===== src/rtl/mme_pkg.sv =====
// ----------------------------------------------------------------------------
// Modular multiply and exponentiation package
// Shared state encoding and field codes for the modular multiply/power unit.
// ----------------------------------------------------------------------------
package mme_pkg;

    typedef enum logic [3:0] {
        S_IDLE,
        S_RED_GO,
        S_RED_WAIT,
        S_MUL_GO,
        S_MUL_WAIT,
        S_EMUL_GO,
        S_EMUL_WAIT,
        S_ESQR_GO,
        S_ESQR_WAIT,
        S_WB
    } t_state;

    localparam logic MODE_MUL = 1'b0;
    localparam logic MODE_POW = 1'b1;

    localparam logic STATUS_OK     = 1'b0;
    localparam logic STATUS_DOMAIN = 1'b1;

endpackage


===== src/rtl/mme_req_if.sv =====
// ----------------------------------------------------------------------------
// Request channel
// Valid/ready channel that carries one operand set into the unit.
// ----------------------------------------------------------------------------
interface mme_req_if #(
    parameter int WIDTH = 64
) ();
    logic             valid;
    logic             ready;
    logic             mode;
    logic [WIDTH-1:0] base_value;
    logic [WIDTH-1:0] second_operand;
    logic [WIDTH-1:0] modulus;

    modport source (
        output valid, mode, base_value, second_operand, modulus,
        input  ready
    );

    modport sink (
        input  valid, mode, base_value, second_operand, modulus,
        output ready
    );
endinterface


===== src/rtl/mme_rsp_if.sv =====
// ----------------------------------------------------------------------------
// Response channel
// Valid/ready channel that carries one result and its status out of the unit.
// ----------------------------------------------------------------------------
interface mme_rsp_if #(
    parameter int WIDTH = 64
) ();
    logic             valid;
    logic             ready;
    logic [WIDTH-1:0] result_value;
    logic             status;

    modport source (
        output valid, result_value, status,
        input  ready
    );

    modport sink (
        input  valid, result_value, status,
        output ready
    );
endinterface


===== src/rtl/mme_reduce.sv =====
// ----------------------------------------------------------------------------
// Bit-serial modular reduction
// Computes dividend mod modulus by restoring division, one dividend bit per
// cycle, most significant bit first.
// ----------------------------------------------------------------------------
module mme_reduce #(
    parameter int WIDTH = 64
) (
    input  logic             i_clk,
    input  logic             i_rst_n,
    input  logic             i_start,
    input  logic [WIDTH-1:0] i_dividend,
    input  logic [WIDTH-1:0] i_modulus,
    output logic             o_done,
    output logic [WIDTH-1:0] o_rem
);
    localparam int CNT_W = $clog2(WIDTH);

    logic             r_busy;
    logic             r_done;
    logic [CNT_W-1:0] r_cnt;
    logic [WIDTH-1:0] r_dvd;
    logic [WIDTH-1:0] r_mod;
    logic [WIDTH-1:0] r_rem;

    logic [WIDTH:0]   n_trial;
    logic [WIDTH-1:0] n_rem;

    always_comb begin
        n_trial = {r_rem, r_dvd[WIDTH-1]};
        if (n_trial >= {1'b0, r_mod}) begin
            n_rem = WIDTH'(n_trial - {1'b0, r_mod});
        end else begin
            n_rem = n_trial[WIDTH-1:0];
        end
    end

    always_ff @(posedge i_clk) begin
        if (!i_rst_n) begin
            r_busy <= 1'b0;
            r_done <= 1'b0;
        end else begin
            r_done <= 1'b0;
            if (i_start && !r_busy) begin
                r_busy <= 1'b1;
            end else if (r_busy && (r_cnt == CNT_W'(WIDTH - 1))) begin
                r_busy <= 1'b0;
                r_done <= 1'b1;
            end
        end
    end

    always_ff @(posedge i_clk) begin
        if (i_start && !r_busy) begin
            r_dvd <= i_dividend;
            r_mod <= i_modulus;
            r_rem <= '0;
            r_cnt <= '0;
        end else if (r_busy) begin
            r_dvd <= {r_dvd[WIDTH-2:0], 1'b0};
            r_rem <= n_rem;
            r_cnt <= r_cnt + 1'b1;
        end
    end

    assign o_done = r_done;
    assign o_rem  = r_rem;

endmodule


===== src/rtl/mme_modmul.sv =====
// ----------------------------------------------------------------------------
// Bit-serial modular multiplier
// Shift-and-add multiply that scans the multiplier one bit per cycle, least
// significant bit first, reducing the accumulator and the doubled addend in
// every step. The multiplicand must already be below the modulus.
// ----------------------------------------------------------------------------
module mme_modmul #(
    parameter int WIDTH = 64
) (
    input  logic             i_clk,
    input  logic             i_rst_n,
    input  logic             i_start,
    input  logic [WIDTH-1:0] i_a,
    input  logic [WIDTH-1:0] i_b,
    input  logic [WIDTH-1:0] i_modulus,
    output logic             o_done,
    output logic [WIDTH-1:0] o_prod
);
    localparam int CNT_W = $clog2(WIDTH);

    function automatic logic [WIDTH-1:0] add_mod(
        input logic [WIDTH-1:0] x,
        input logic [WIDTH-1:0] y,
        input logic [WIDTH-1:0] m
    );
        logic [WIDTH:0] s;
        s = {1'b0, x} + {1'b0, y};
        if (s >= {1'b0, m}) begin
            s = s - {1'b0, m};
        end
        return s[WIDTH-1:0];
    endfunction

    logic             r_busy;
    logic             r_done;
    logic [CNT_W-1:0] r_cnt;
    logic [WIDTH-1:0] r_acc;
    logic [WIDTH-1:0] r_add;
    logic [WIDTH-1:0] r_mul;
    logic [WIDTH-1:0] r_mod;

    logic [WIDTH-1:0] n_acc;
    logic [WIDTH-1:0] n_add;

    always_comb begin
        n_acc = r_mul[0] ? add_mod(r_acc, r_add, r_mod) : r_acc;
        n_add = add_mod(r_add, r_add, r_mod);
    end

    always_ff @(posedge i_clk) begin
        if (!i_rst_n) begin
            r_busy <= 1'b0;
            r_done <= 1'b0;
        end else begin
            r_done <= 1'b0;
            if (i_start && !r_busy) begin
                r_busy <= 1'b1;
            end else if (r_busy && (r_cnt == CNT_W'(WIDTH - 1))) begin
                r_busy <= 1'b0;
                r_done <= 1'b1;
            end
        end
    end

    always_ff @(posedge i_clk) begin
        if (i_start && !r_busy) begin
            r_acc <= '0;
            r_add <= i_a;
            r_mul <= i_b;
            r_mod <= i_modulus;
            r_cnt <= '0;
        end else if (r_busy) begin
            r_acc <= n_acc;
            r_add <= n_add;
            r_mul <= {1'b0, r_mul[WIDTH-1:1]};
            r_cnt <= r_cnt + 1'b1;
        end
    end

    assign o_done = r_done;
    assign o_prod = r_acc;

endmodule


===== src/rtl/modular_mul_exp_unit.sv =====
// Multiply mode runs one reduction and one modular product; power mode runs
// one reduction, then a modular square per exponent bit up to the highest set
// bit and a modular multiply per set bit, all on the bit-serial multiplier.
// Out-of-domain inputs go straight to writeback. One item is in flight at a
// time; a finished result waits in the output register. Synchronous active-low
// reset returns the unit to idle and drops any pending result.
// ----------------------------------------------------------------------------
// Modular multiply and exponentiation unit
// Sequencer for modular multiply and right-to-left square-and-multiply power,
// built on a bit-serial reducer and a bit-serial modular multiplier.
// ----------------------------------------------------------------------------
module modular_mul_exp_unit #(
    parameter int WIDTH = 64
) (
    input  logic       i_clk,
    input  logic       i_rst_n,
    mme_req_if.sink    i_req,
    mme_rsp_if.source  o_rsp
);
    mme_pkg::t_state r_state;
    mme_pkg::t_state n_state;

    logic             r_mode;
    logic [WIDTH-1:0] r_a;
    logic [WIDTH-1:0] r_e;
    logic [WIDTH-1:0] r_m;
    logic [WIDTH-1:0] r_acc;
    logic [WIDTH-1:0] r_sq;
    logic [WIDTH-1:0] r_res;
    logic             r_st;
    logic             r_out_valid;
    logic [WIDTH-1:0] r_out_res;
    logic             r_out_st;

    logic             req_fire;
    logic             dom_err;
    logic             red_start;
    logic             red_done;
    logic [WIDTH-1:0] red_rem;
    logic             mul_start;
    logic             mul_done;
    logic [WIDTH-1:0] mul_a;
    logic [WIDTH-1:0] mul_b;
    logic [WIDTH-1:0] mul_prod;
    logic             wb_load;

    assign dom_err = (i_req.modulus <= WIDTH'(1)) || (i_req.base_value == '0)
                     || (i_req.second_operand == '0);

    mme_reduce #(
        .WIDTH (WIDTH)
    ) u_reduce (
        .i_clk      (i_clk),
        .i_rst_n    (i_rst_n),
        .i_start    (red_start),
        .i_dividend (r_a),
        .i_modulus  (r_m),
        .o_done     (red_done),
        .o_rem      (red_rem)
    );

    mme_modmul #(
        .WIDTH (WIDTH)
    ) u_modmul (
        .i_clk     (i_clk),
        .i_rst_n   (i_rst_n),
        .i_start   (mul_start),
        .i_a       (mul_a),
        .i_b       (mul_b),
        .i_modulus (r_m),
        .o_done    (mul_done),
        .o_prod    (mul_prod)
    );

    always_comb begin
        n_state = r_state;
        case (r_state)
            mme_pkg::S_IDLE: begin
                if (i_req.valid) begin
                    n_state = dom_err ? mme_pkg::S_WB : mme_pkg::S_RED_GO;
                end
            end
            mme_pkg::S_RED_GO: begin
                n_state = mme_pkg::S_RED_WAIT;
            end
            mme_pkg::S_RED_WAIT: begin
                if (red_done) begin
                    if (r_mode == mme_pkg::MODE_MUL) begin
                        n_state = mme_pkg::S_MUL_GO;
                    end else if (r_e[0]) begin
                        n_state = mme_pkg::S_EMUL_GO;
                    end else begin
                        n_state = mme_pkg::S_ESQR_GO;
                    end
                end
            end
            mme_pkg::S_MUL_GO: begin
                n_state = mme_pkg::S_MUL_WAIT;
            end
            mme_pkg::S_MUL_WAIT: begin
                if (mul_done) begin
                    n_state = mme_pkg::S_WB;
                end
            end
            mme_pkg::S_EMUL_GO: begin
                n_state = mme_pkg::S_EMUL_WAIT;
            end
            mme_pkg::S_EMUL_WAIT: begin
                if (mul_done) begin
                    n_state = mme_pkg::S_ESQR_GO;
                end
            end
            mme_pkg::S_ESQR_GO: begin
                n_state = mme_pkg::S_ESQR_WAIT;
            end
            mme_pkg::S_ESQR_WAIT: begin
                if (mul_done) begin
                    if (r_e[WIDTH-1:1] == '0) begin
                        n_state = mme_pkg::S_WB;
                    end else if (r_e[1]) begin
                        n_state = mme_pkg::S_EMUL_GO;
                    end else begin
                        n_state = mme_pkg::S_ESQR_GO;
                    end
                end
            end
            mme_pkg::S_WB: begin
                if (!r_out_valid || o_rsp.ready) begin
                    n_state = mme_pkg::S_IDLE;
                end
            end
            default: begin
                n_state = mme_pkg::S_IDLE;
            end
        endcase
    end

    always_comb begin
        i_req.ready = 1'b0;
        red_start   = 1'b0;
        mul_start   = 1'b0;
        mul_a       = r_sq;
        mul_b       = r_sq;
        wb_load     = 1'b0;
        case (r_state)
            mme_pkg::S_IDLE: begin
                i_req.ready = 1'b1;
            end
            mme_pkg::S_RED_GO: begin
                red_start = 1'b1;
            end
            mme_pkg::S_MUL_GO: begin
                mul_start = 1'b1;
                mul_b     = r_e;
            end
            mme_pkg::S_EMUL_GO: begin
                mul_start = 1'b1;
                mul_a     = r_acc;
            end
            mme_pkg::S_ESQR_GO: begin
                mul_start = 1'b1;
            end
            mme_pkg::S_WB: begin
                wb_load = !r_out_valid || o_rsp.ready;
            end
            default: begin
                i_req.ready = 1'b0;
            end
        endcase
    end

    assign req_fire = i_req.valid && i_req.ready;

    always_ff @(posedge i_clk) begin
        if (!i_rst_n) begin
            r_state     <= mme_pkg::S_IDLE;
            r_out_valid <= 1'b0;
        end else begin
            r_state <= n_state;
            if (wb_load) begin
                r_out_valid <= 1'b1;
            end else if (o_rsp.ready) begin
                r_out_valid <= 1'b0;
            end
        end
    end

    always_ff @(posedge i_clk) begin
        if (req_fire) begin
            r_mode <= i_req.mode;
            r_a    <= i_req.base_value;
            r_e    <= i_req.second_operand;
            r_m    <= i_req.modulus;
            r_res  <= '0;
            r_st   <= dom_err ? mme_pkg::STATUS_DOMAIN : mme_pkg::STATUS_OK;
        end
        if ((r_state == mme_pkg::S_RED_WAIT) && red_done) begin
            r_sq  <= red_rem;
            r_acc <= WIDTH'(1);
        end
        if ((r_state == mme_pkg::S_MUL_WAIT) && mul_done) begin
            r_res <= mul_prod;
        end
        if ((r_state == mme_pkg::S_EMUL_WAIT) && mul_done) begin
            r_acc <= mul_prod;
        end
        if ((r_state == mme_pkg::S_ESQR_WAIT) && mul_done) begin
            r_sq  <= mul_prod;
            r_e   <= {1'b0, r_e[WIDTH-1:1]};
            r_res <= r_acc;
        end
        if (wb_load) begin
            r_out_res <= r_res;
            r_out_st  <= r_st;
        end
    end

    assign o_rsp.valid        = r_out_valid;
    assign o_rsp.result_value = r_out_res;
    assign o_rsp.status       = r_out_st;

endmodule

===== src/flat_wrapper.sv =====
// flat-port wrapper written by rule: the top's interface ports become plain ports
module modular_mul_exp_unit_flat 
#(
    parameter int WIDTH = 64
)
  (i_clk, i_rst_n, i_req_valid, i_req_mode, i_req_base_value, i_req_second_operand, i_req_modulus, i_req_ready, o_rsp_valid, o_rsp_result_value, o_rsp_status, o_rsp_ready);
  mme_req_if #(.WIDTH(WIDTH)) i_req_i ();
  mme_rsp_if #(.WIDTH(WIDTH)) o_rsp_i ();
  input  logic i_clk;
  input  logic i_rst_n;
  input wire logic [$bits(i_req_i.valid)-1:0] i_req_valid;
  input wire logic [$bits(i_req_i.mode)-1:0] i_req_mode;
  input wire logic [$bits(i_req_i.base_value)-1:0] i_req_base_value;
  input wire logic [$bits(i_req_i.second_operand)-1:0] i_req_second_operand;
  input wire logic [$bits(i_req_i.modulus)-1:0] i_req_modulus;
  output wire logic [$bits(i_req_i.ready)-1:0] i_req_ready;
  output wire logic [$bits(o_rsp_i.valid)-1:0] o_rsp_valid;
  output wire logic [$bits(o_rsp_i.result_value)-1:0] o_rsp_result_value;
  output wire logic [$bits(o_rsp_i.status)-1:0] o_rsp_status;
  input wire logic [$bits(o_rsp_i.ready)-1:0] o_rsp_ready;
  assign i_req_i.valid = i_req_valid;
  assign i_req_i.mode = i_req_mode;
  assign i_req_i.base_value = i_req_base_value;
  assign i_req_i.second_operand = i_req_second_operand;
  assign i_req_i.modulus = i_req_modulus;
  assign i_req_ready = i_req_i.ready;
  assign o_rsp_valid = o_rsp_i.valid;
  assign o_rsp_result_value = o_rsp_i.result_value;
  assign o_rsp_status = o_rsp_i.status;
  assign o_rsp_i.ready = o_rsp_ready;
  modular_mul_exp_unit #(.WIDTH(WIDTH)) u_core (.i_clk(i_clk), .i_rst_n(i_rst_n), .i_req(i_req_i), .o_rsp(o_rsp_i));
endmodule

===== config.mk =====
export PLATFORM = sky130hd
export DESIGN_NAME = modular_mul_exp_unit_flat
export DESIGN_NICKNAME = d
export VERILOG_FILES = /design/src/rtl/mme_pkg.sv /design/src/rtl/mme_req_if.sv /design/src/rtl/mme_rsp_if.sv /design/src/rtl/mme_reduce.sv /design/src/rtl/mme_modmul.sv /design/src/rtl/modular_mul_exp_unit.sv /design/src/flat_wrapper.sv
export SDC_FILE = /design/constraint.sdc
export NUM_CORES = 2
export LEC_CHECK = 0
export ABC_CLOCK_PERIOD_IN_PS = 12300
export BUFFER_PORTS_ARGS = -buffer_cell sky130_fd_sc_hd__buf_2
export CORE_MARGIN = 1.5
export CORE_UTILIZATION = 30
export CTS_BUF_LIST = sky130_fd_sc_hd__clkbuf_8 sky130_fd_sc_hd__clkbuf_16
export CTS_CLUSTER_DIAMETER = 120
export DETAILED_ROUTE_END_ITERATION = 10
export GPL_TIMING_DRIVEN = 0
export PLACE_DENSITY = 0.52
export REMOVE_ABC_BUFFERS = 1
export SKIP_CTS_REPAIR_TIMING = 1
export SLEW_MARGIN = 20
export SYNTH_ARGS = -nofsm -noshare
export SYNTH_HDL_FRONTEND = slang
export SYNTH_SLANG_ARGS = --single-unit

===== constraint.sdc =====
create_clock -name i_clk -period 12.3 [get_ports i_clk]
set_input_delay 0.615 -clock i_clk [delete_from_list [all_inputs] [get_ports i_clk]]
set_output_delay 0.615 -clock i_clk [all_outputs]
set_load 0.01 [all_outputs]

==> impl_metrics.csv <==
group,metric,value,unit
sta,worst_pin_slew,1.204,ns
critical_path,cp-end-kind,"flop",
power_and_ir_drop,switching_share,0.4483,
placed_design,pre_cts_ws,4.590,ns
detailed_routing,wl_per_cell,23.33,um
yosys,synth-compound-area-share,0.1689,
power_and_ir_drop,p_int,9.775,mW
yosys,yosys-top-cells-area,"edfxtp_1 44%, nand2_1 6.7%, ha_1 6.2%",
critical_path,r2r_cells,24,
sta,finalHoldViolCount,0,
clock_network,insertion_delay,0.77,ns
yosys,yosysTopAreaCell,"edfxtp_1",
global_routing,grt_pass1_wl,265400,um
global_routing,grt_remaining_overflow,0,
sta,fin_crit,7.714,ns
yosys,synthXorXnorAreaFrac,0.04039,
sta,period_share,0.6271,
clock_network,clk_pin_slew,0.06,ns
yosys,synth_cell_types,85,
detailed_routing,top_layer,"met5",
power_and_ir_drop,p_leak,23.59,nW
detailed_routing,wl,182300,um
detailed_routing,wl_met2,81940,um
detailed_routing,vias_per_cell,5.296,
final_layout,stdcell_count,7813,
floorplan,pin_count,264,
final_layout,final_nets,5876,
global_routing,grt_max_degree,105,
critical_path,path_class,"reg2reg",
placed_design,dpl_cell_area,0.05676,sq mm
detailed_routing,postRouteAntennaNets,0,
clock_network,htree_num_levels,3,
global_routing,grt_pass1_vias,39880,
yosys,synth_area_per_cell,9.961,sq um
yosys,seq_area_frac_synth,0.5019,
yosys,synth_edf_count,770,
critical_path,reg2reg_to,"u_core.u_modmul.o_prod[35]",
critical_path,crit_required,12.93,ns
final_layout,fin_area,0.06028,sq mm
floorplan,start_util,0.3027,
placed_design,hpwl,143000,um
critical_path,cp-endpoint,"u_core.u_modmul.o_prod[35]",
clock_network,cts.sinks,920,
final_layout,postLayoutCoreUtil,0.3506,
floorplan,fp.dieArea,0.1760,sq mm
detailed_routing,drtIter0Drc,3321,
yosys,syn_inst,5225,
critical_path,worst_setup_path_startpoint,"u_core.u_modmul.r_add[0]",
yosys,synth_top_family_by_area,"compound AO/OA/AOI/OAI gates",
critical_path,critPathMaxStageDelay,0.57,ns
critical_path,slowest_stage,"o41ai_2",
yosys,synth_ff_type,"edfxtp_1",
sta,relSlewSlack,0.1939,
sta,slew_violations,0,
final_layout,seq_area,0.02613,sq mm
sta,fmax,0.1296,GHz
yosys,synthSimpleGateAreaFrac,0.1543,
final_layout,fill_cells,17500,
floorplan,die_y,419.5,um
clock_network,ctsLongestPathBuffers,3,
global_routing,antenna_found_initial,21,
placed_design,place.gp.congestion,0.9534,
power_and_ir_drop,power,17.72,mW
power_and_ir_drop,combPwrFrac,0.534,
critical_path,cp-start-kind,"flop",
sta,fin_ws,4.586,ns
clock_network,cts_buffers,107,
yosys,async_flop_share,0,
detailed_routing,dr.pass1.iters,6,
floorplan,rows,152,
min_path,min_path_type,"in2reg",
sta,finClkSkew,0.04805,ns
yosys,synth_mux_area_frac,0.03548,
critical_path,path_cells,"ha_1 > fa_1 > a21oi_1 > o211ai_1 > and4_1 > o2111ai_1 > a41oi_1 > o41ai_2 > a21oi_1 > a21bo_2 > xor2_1 > ha_1 > nand4_1 > nor4_1 > nand4b_1 > nor2_1 > nand4_1 > o211ai_1 > or3_1 > a211o_4 > buf_16 > inv_1 > a211oi_1 > nor3_1",
sta,finalSetupViolations,0,
sta,holdWs,0.04466,ns
clock_network,cts_tree,"yes",
yosys,syn_area,0.05205,sq mm
power_and_ir_drop,vdd_ir_drop_max,249.9,uV
yosys,synth_top_area_frac,0.4443,
detailed_routing,met3_wirelength,10320,um
run,maxCapViolCount,0,
final_layout,final_layout_size_suffix_gt1_frac,0.1178,
yosys,synthAdderAreaFrac,0.06356,
final_layout,multi_input_area,0.02426,sq mm
critical_path,cp_max_fo,54,
final_layout,area_growth,15.82,%
floorplan,core,0.1719,sq mm
detailed_routing,detailroute.via_count,41380,
placed_design,dpl.cell_count,7618,
power_and_ir_drop,power_density,293.9,mW/mm^2
yosys,ys_ff_latch,920,
critical_path,crit_arrival,8.34,ns
sta,fin_setup_tns,0,ns
power_and_ir_drop,share_seq_of_total_power,0.284,
sta,rsz0062_at_grt,"false",
power_and_ir_drop,switchingPower,7.942,mW
detailed_routing,drc,0,
yosys,ys.warnings.count,0,
critical_path,reg2reg_slack,4.59,ns
clock_network,cts-root-buf,"clkbuf_16",
power_and_ir_drop,p_clk_frac,0.183,
floorplan,die_w,419.5,um
critical_path,r2r-start,"u_core.u_modmul.r_add[0]",
global_routing,track_usage,0.2026,
status,outcome,"complete, no violations",
placed_design,portBuffers,263,
detailed_routing,wl_met1,83060,um
cell families after synthesis:
group                    count (synthesis)
multiplexers                           176
XOR/XNOR                               240
flip-flops                             920
adder cells (fa/ha/maj)                262
AO/OA/AOI/OAI                         1381
buffers and inverters                  474
AND/OR/NAND/NOR                       1772
cell usage in the layout, fill, tap and decap left out, types with 94 or more instances in the layout:
| cell type | count |
|---|---|
| nand2_1 | 929 |
| edfxtp_1 | 770 |
| a21oi_1 | 421 |
| o21ai_0 | 276 |
| buf_2 | 272 |
| nor2_1 | 269 |
| ha_1 | 258 |
| inv_1 | 218 |
| dfxtp_1 | 149 |
| a21o_1 | 143 |
| xnor2_1 | 139 |
| mux2i_1 | 108 |
| clkbuf_16 | 108 |
| xor2_1 | 101 |
| nand4_1 | 94 |
area by class of cell:
| class | instances | area share |
|---|---|---|
| Clock buffer | 113 | 0.04597 |
| Sequential cell | 920 | 0.4334 |
| Inverter | 197 | 0.01268 |
| Multi-Input combinational cell | 3831 | 0.4024 |
| Clock inverter | 81 | 0.01241 |
| Tap cell | 2310 | 0.04795 |
| Timing Repair Buffer | 360 | 0.04508 |
| Antenna cell | 1 | 0.00004151 |
synthesized netlist by cell type, types with 51 or more instances:
| library cell | instances |
|---|---|
| nor2_1 | 271 |
| nand4_1 | 94 |
| xor2_1 | 101 |
| a21oi_1 | 424 |
| a21o_1 | 144 |
| a211oi_1 | 56 |
| clkbuf_1 | 243 |
| and3_1 | 70 |
| dfxtp_1 | 150 |
| nand3_1 | 62 |
| and2_1 | 81 |
| a31oi_1 | 91 |
| o21ai_0 | 276 |
| edfxtp_1 | 770 |
| nor4_1 | 77 |
| mux2i_1 | 108 |
| mux2_2 | 68 |
| inv_1 | 196 |
| a22o_1 | 89 |
| nand2_1 | 933 |
| xnor2_1 | 139 |
| o21bai_1 | 51 |
| nor3_1 | 51 |
| ha_1 | 258 |
metal layers:
layer	vias to the layer above	track usage
met1	20170	0.2824
met4	18	0.07345
li1	19600	-
met5	-	0
met3	263	0.02464
met2	1331	0.3215
critical path, delay by kind of cell, from the launching register on:
kind,cells,cell delay (ns)
compound gates,10,3.31
simple gates,8,1.75
fa+ha+maj,3,1.19
buf+inv,2,0.59
flops,1,0.46
xor+xnor,1,0.19
how the worst min path moves through the flow:
stage	slack, ns	from	cells after the start	to
after global placement	0.40	u_core.r_res[29]	0	u_core.o_rsp.result_value[29]
after CTS	-0.02	i_req_modulus[9]	1	u_core.r_m[9]
after detailed placement	0.41	u_core.r_res[28]	0	u_core.o_rsp.result_value[28]
after floorplan	0.40	u_core.r_res[0]	0	u_core.o_rsp.result_value[0]
after global routing	0.02	i_req_modulus[26]	1	u_core.r_m[26]
final	0.04	i_req_modulus[9]	1	u_core.r_m[9]
power by group through the flow:
stage / Sequential [mW] / Clock (mW) / Combinational, mW
after floorplan: 4.87 / 0 / 6.63
after global placement: 5.25 / 0 / 9.16
after detailed placement: 5.07 / 0 / 9.31
after CTS: 5.02 / 3.32 / 9.35
after global routing: 5.09 / 3.42 / 10.3
final: 5.03 / 3.24 / 9.45
(Power assumes the default switching activity.)
